--- config.mk ---
export PLATFORM = sky130hd
export DESIGN_NAME = aid_regs
export DESIGN_NICKNAME = d
export VERILOG_FILES = /design/src/rtl/aid_pkg.sv /design/src/rtl/aid_regs.sv
export SDC_FILE = /design/constraint.sdc
export NUM_CORES = 1
export LEC_CHECK = 0
export BUFFER_PORTS_ARGS = -buffer_cell sky130_fd_sc_hd__buf_2
export CAP_MARGIN = 20
export CELL_PAD_IN_SITES_DETAIL_PLACEMENT = 1
export CELL_PAD_IN_SITES_GLOBAL_PLACEMENT = 1
export CORE_MARGIN = 2
export CORE_UTILIZATION = 32
export CTS_CLUSTER_DIAMETER = 50
export DETAILED_ROUTE_END_ITERATION = 16
export PLACE_DENSITY_LB_ADDON = 0.1
export SYNTH_ARGS = -nofsm -noshare
export SYNTH_HDL_FRONTEND = slang
export SYNTH_SLANG_ARGS = --single-unit
--- constraint.sdc ---
create_clock -name clk -period 6.6 [get_ports clk]
set_input_delay 1.65 -clock clk [delete_from_list [all_inputs] [get_ports clk]]
set_output_delay 1.65 -clock clk [all_outputs]
set_load 0.02 [all_outputs]
--- src/rtl/aid_pkg.sv ---
// Shared types and constants of the allpass interpolated delay unit.
package aid_pkg;

  localparam int unsigned DELAY_W = 20;
  localparam int unsigned GAIN_W  = 16;

  localparam logic [DELAY_W-1:0]       DELAY_MIN_Q8 = 20'd256;
  localparam logic signed [GAIN_W-1:0] GAIN_LIMIT   = 16'sd31129;

  // Register indexes on the configuration port
  localparam logic REG_DELAY = 1'b0;
  localparam logic REG_GAIN  = 1'b1;

  typedef struct packed {
    logic [DELAY_W-1:0]       delay_q8;
    logic signed [GAIN_W-1:0] gain;
  } aid_cfg_t;

  typedef enum logic [4:0] {
    S_IDLE = 5'b00001,
    S_RDB  = 5'b00010,
    S_INT  = 5'b00100,
    S_GAIN = 5'b01000,
    S_OUT  = 5'b10000
  } aid_state_t;

endpackage

--- src/rtl/aid_regs.sv ---
// Configuration register file: delay and gain, clamped on write.
module aid_regs
  import aid_pkg::*;
#(
  parameter int unsigned RING_DEPTH = 4096
) (
  input  logic        clk,
  input  logic        rst_n,
  input  logic        cfg_psel,
  input  logic        cfg_penable,
  input  logic        cfg_pwrite,
  input  logic [2:0]  cfg_paddr,
  input  logic [31:0] cfg_pwdata,
  output logic [31:0] cfg_prdata,
  output logic        cfg_pready,
  output aid_cfg_t    cfg
);

  localparam longint MAXQ_L = ((longint'(RING_DEPTH) - 1) * 256 > 64'hFFFFF) ?
                              64'hFFFFF : (longint'(RING_DEPTH) - 1) * 256;
  localparam logic [DELAY_W-1:0] MAXQ = DELAY_W'(MAXQ_L);

  aid_cfg_t                 cfg_r;
  aid_cfg_t                 cfg_nxt;
  logic                     wr_en;
  logic [DELAY_W-1:0]       dly_wr;
  logic signed [GAIN_W-1:0] gain_wr;

  assign cfg_pready = 1'b1;
  assign wr_en      = cfg_psel && cfg_penable && cfg_pwrite && cfg_pready;
  assign dly_wr     = cfg_pwdata[DELAY_W-1:0];
  assign gain_wr    = cfg_pwdata[GAIN_W-1:0];

  always_comb begin
    cfg_nxt = cfg_r;
    if (wr_en) begin
      case (cfg_paddr[2])
        REG_DELAY: begin
          if (dly_wr < DELAY_MIN_Q8) begin
            cfg_nxt.delay_q8 = DELAY_MIN_Q8;
          end else if (dly_wr > MAXQ) begin
            cfg_nxt.delay_q8 = MAXQ;
          end else begin
            cfg_nxt.delay_q8 = dly_wr;
          end
        end
        REG_GAIN: begin
          if (gain_wr > GAIN_LIMIT) begin
            cfg_nxt.gain = GAIN_LIMIT;
          end else if (gain_wr < -GAIN_LIMIT) begin
            cfg_nxt.gain = -GAIN_LIMIT;
          end else begin
            cfg_nxt.gain = gain_wr;
          end
        end
        default: cfg_nxt = cfg_r;
      endcase
    end
  end

  always_ff @(posedge clk) begin
    if (!rst_n) begin
      cfg_r.delay_q8 <= DELAY_MIN_Q8;
      cfg_r.gain     <= '0;
    end else begin
      cfg_r <= cfg_nxt;
    end
  end

  always_comb begin
    case (cfg_paddr[2])
      REG_DELAY: cfg_prdata = 32'(cfg_r.delay_q8);
      REG_GAIN:  cfg_prdata = 32'(cfg_r.gain);
      default:   cfg_prdata = '0;
    endcase
  end

  assign cfg = cfg_r;

endmodule

==> results.cfg <==
[outcome]
status = completed

[place]
place_inst = 367
io_buffers = 93
gp_congestion = 0.737
dpl.hpwl_mm = 4.22

[setup_path]
cp_slowest_cell = buf_2
r2r_end = cfg[24]$_SDFFE_PN1P_
critPathLaunchType = input port
cpPeakStageDelay_ns = 0.39
required_ns = 4.95
r2r-start = cfg[24]$_SDFFE_PN1P_
cp_cell_sequence = buf_2 -> nand2_1 -> inv_1 -> a21o_1 -> buf_2
regToRegSetupSlack_ns = 5.68
critPathArrivalTime_ns = 2.77
path_class = in -> out
cp_common_cell = buf_2
r2r_cells = 2
critPathMaxFanout = 20
critPathCaptureType = primary output

[timing]
slew_headroom = 0.300
max_freq_ghz = 0.226
tns_ns = 0
whs_ns = 0.467
hold_viol_final = 0
rsz0062_at_grt = false
slew_violations = 0
fin_crit_sh = 0.669
tightest_slew_ns = 1.05
post-route-min-period_ns = 4.42
clock_skew_ns = 0
setup_viol = 0

[clock_network]
cts_setup_buffers = 0
cts_root_buf = clkbuf_8
ctsResizeCount = 0
hold_buffers = 0
htreeDepth = 2
clock_latency_ns = 0.28
cts_tree = yes
cts_made_buffers = 5
clock_sinks = 36
clkSlewWorstSetupHoldPaths_ns = 0.07
cts.path.max_buffers = 2

[finish]
instances_no_fill = 374
multiInputGateArea_um2 = 986
diodes = 0
area_growth_pct = 26.9
nets = 343
largest_reg_flops = 36
final_layout_size_suffix_gt1_frac = 0.397
fill_cells = 744
layout.area.seq_um2 = 721

[worst_hold_path]
holdPathEnd = cfg[29]$_SDFFE_PN0P_
hold_depth = 2
min_from = cfg[29]$_SDFFE_PN0P_
min_path_type = reg -> reg

[synth]
ys_types = 34
yosysTopAreaCell = dfxtp_1
ys_ff_latch = 36
avgSynthCellArea_um2 = 8.27
synthTopCellsByCount = 36 x dfxtp_1, 32 x nand2_1, 23 x o21ai_0
syn_area_um2 = 1880
synth-edff-count = 0
synth_fp_nets = 268
synthArstFlopShare = 0
ys_warn_count = 0
synth_ff_type = dfxtp_1
syn_inst = 227
yosysTopAreaCellShare = 0.384
yosysSeqAreaShare = 0.384
synth_area_leaders = dfxtp_1 38%, mux2_2 9.0%, nand2_1 6.4%
synth.most_common_cell = dfxtp_1

[grt]
grt_pass1_vias = 1866
grt_max_degree = 38
grt_first_pass_wirelength_mm = 9.42
gr-total-overflow = 0
antenna_found_initial = 0
grt_use_total = 0.187

[die]
die_area_um2 = 6490
rows = 27
pin_count = 109
design.core.area_um2 = 5570
die_w_um = 80.6
start_util = 0.337
die_height_um = 80.6

[power_and_ir_drop]
peakVddDrop_v = 0.000103
swShare = 0.273
comb_power_share = 0.164
seqPwrFrac = 0.481
power_frac_clock = 0.354
switchingPower_mw = 0.129
p_leak_nw = 1.16
power_density_nw_per_um2 = 198
p_int_mw = 0.343

[route]
met2_length_mm = 2.78
wl_met1_mm = 2.71
wl_met3_um = 330
vias = 1937
drc_errors = 0
ant_nets = 0
drtPass1Iterations = 4
drt_iter0_drc = 54
vias_per_cell = 5.18
wl_per_cell_um = 15.7
wl_mm = 5.88
highest_layer = met4

[flow_run]
maxCapViolations = 0
==> critical path, delay by kind of cell <==
family,cells,cell delay (ns)
and+or+nand+nor,1,0.10
buffers and inverters,3,0.87
AOI/OAI and AO/OA,1,0.13
==> final cells by class <==
class / count / area share
sequential: 36 / 0.303
multi-input combinational: 161 / 0.414
timing repair buffer: 94 / 0.199
tap: 72 / 0.0378
inverter: 4 / 0.00631
clock buffer: 7 / 0.0405
==> cell usage in the layout (no fill, tap or decap), types with 2 or more instances in the layout <==
| cell type | synthesis | final |
|---|---|---|
| mux2_2 | 15 | 15 |
| o21ai_1 | 3 | 3 |
| dfxtp_1 | 36 | 36 |
| nor2_1 | 12 | 12 |
| clkbuf_8 | 0 | 7 |
| nand2b_1 | 8 | 8 |
| a21oi_1 | 12 | 12 |
| a32o_1 | 7 | 7 |
| nor3_1 | 2 | 2 |
| o21ai_0 | 23 | 23 |
| nor4_1 | 3 | 3 |
| or4_1 | 2 | 2 |
| nand4_1 | 2 | 2 |
| nand3_1 | 13 | 13 |
| a31oi_1 | 9 | 9 |
| or4_4 | 2 | 2 |
| buf_2 | 1 | 93 |
| inv_1 | 4 | 4 |
| a21o_1 | 5 | 5 |
| nand2_1 | 32 | 32 |
==> power groups by stage <==
stage | sequential [mW] | clock (mW) | combinational, mW
after floorplan | 0.239 | 0 | 0.0412
after global placement | 0.232 | 0 | 0.0775
after detailed placement | 0.232 | 0 | 0.0784
after CTS | 0.227 | 0.173 | 0.0788
after global routing | 0.228 | 0.183 | 0.0855
final | 0.227 | 0.167 | 0.0776
==> how the worst max path moves through the flow <==
stage	slack [ns]	startpoint	cells after the start	endpoint
CTS	2.16	cfg_paddr[2]	5	cfg_prdata[19]
finish	2.18	cfg_paddr[2]	5	cfg_prdata[19]
floorplan	2.22	cfg_paddr[2]	3	cfg_prdata[10]
global route	2.07	cfg_paddr[2]	5	cfg_prdata[18]
detailed placement	2.16	cfg_paddr[2]	5	cfg_prdata[19]
global placement	2.22	cfg_paddr[2]	5	cfg_prdata[15]
==> through the flow <==
step	setup WS, ns	total power, mW	area, um^2	utilization
after detailed placement	2.16	0.311	2280	0.410
after global routing	2.07	0.496	2380	0.427
after CTS	2.16	0.479	2380	0.427
after global placement	2.22	0.309	2280	0.410
final	2.18	0.472	2380	0.427
after floorplan	2.22	0.280	1880	-
==> kinds of logic (layout without fill, tap and decap cells) <==
group | Yosys count | count (layout) | share of synthesized area
AND/OR/NAND/NOR | 80 | 80 | 0.214
AO/OA/AOI/OAI | 64 | 64 | 0.213
flip-flops | 36 | 36 | 0.384
buffers and inverters | 30 | 105 | 0.0907
multiplexers | 15 | 15 | 0.0900
adder cells (fa/ha/maj) | 1 | 1 | 0.00667
other | 1 | 1 | 0.00200
==> per-layer routing <==
metal / global-route usage / vias to the layer above
li1: - / 962
met1: 0.237 / 916
met2: 0.316 / 54
met3: 0.0382 / 5
met4: 0.0576 / 0
met5: 0 / -
(Power assumes the default switching activity.)
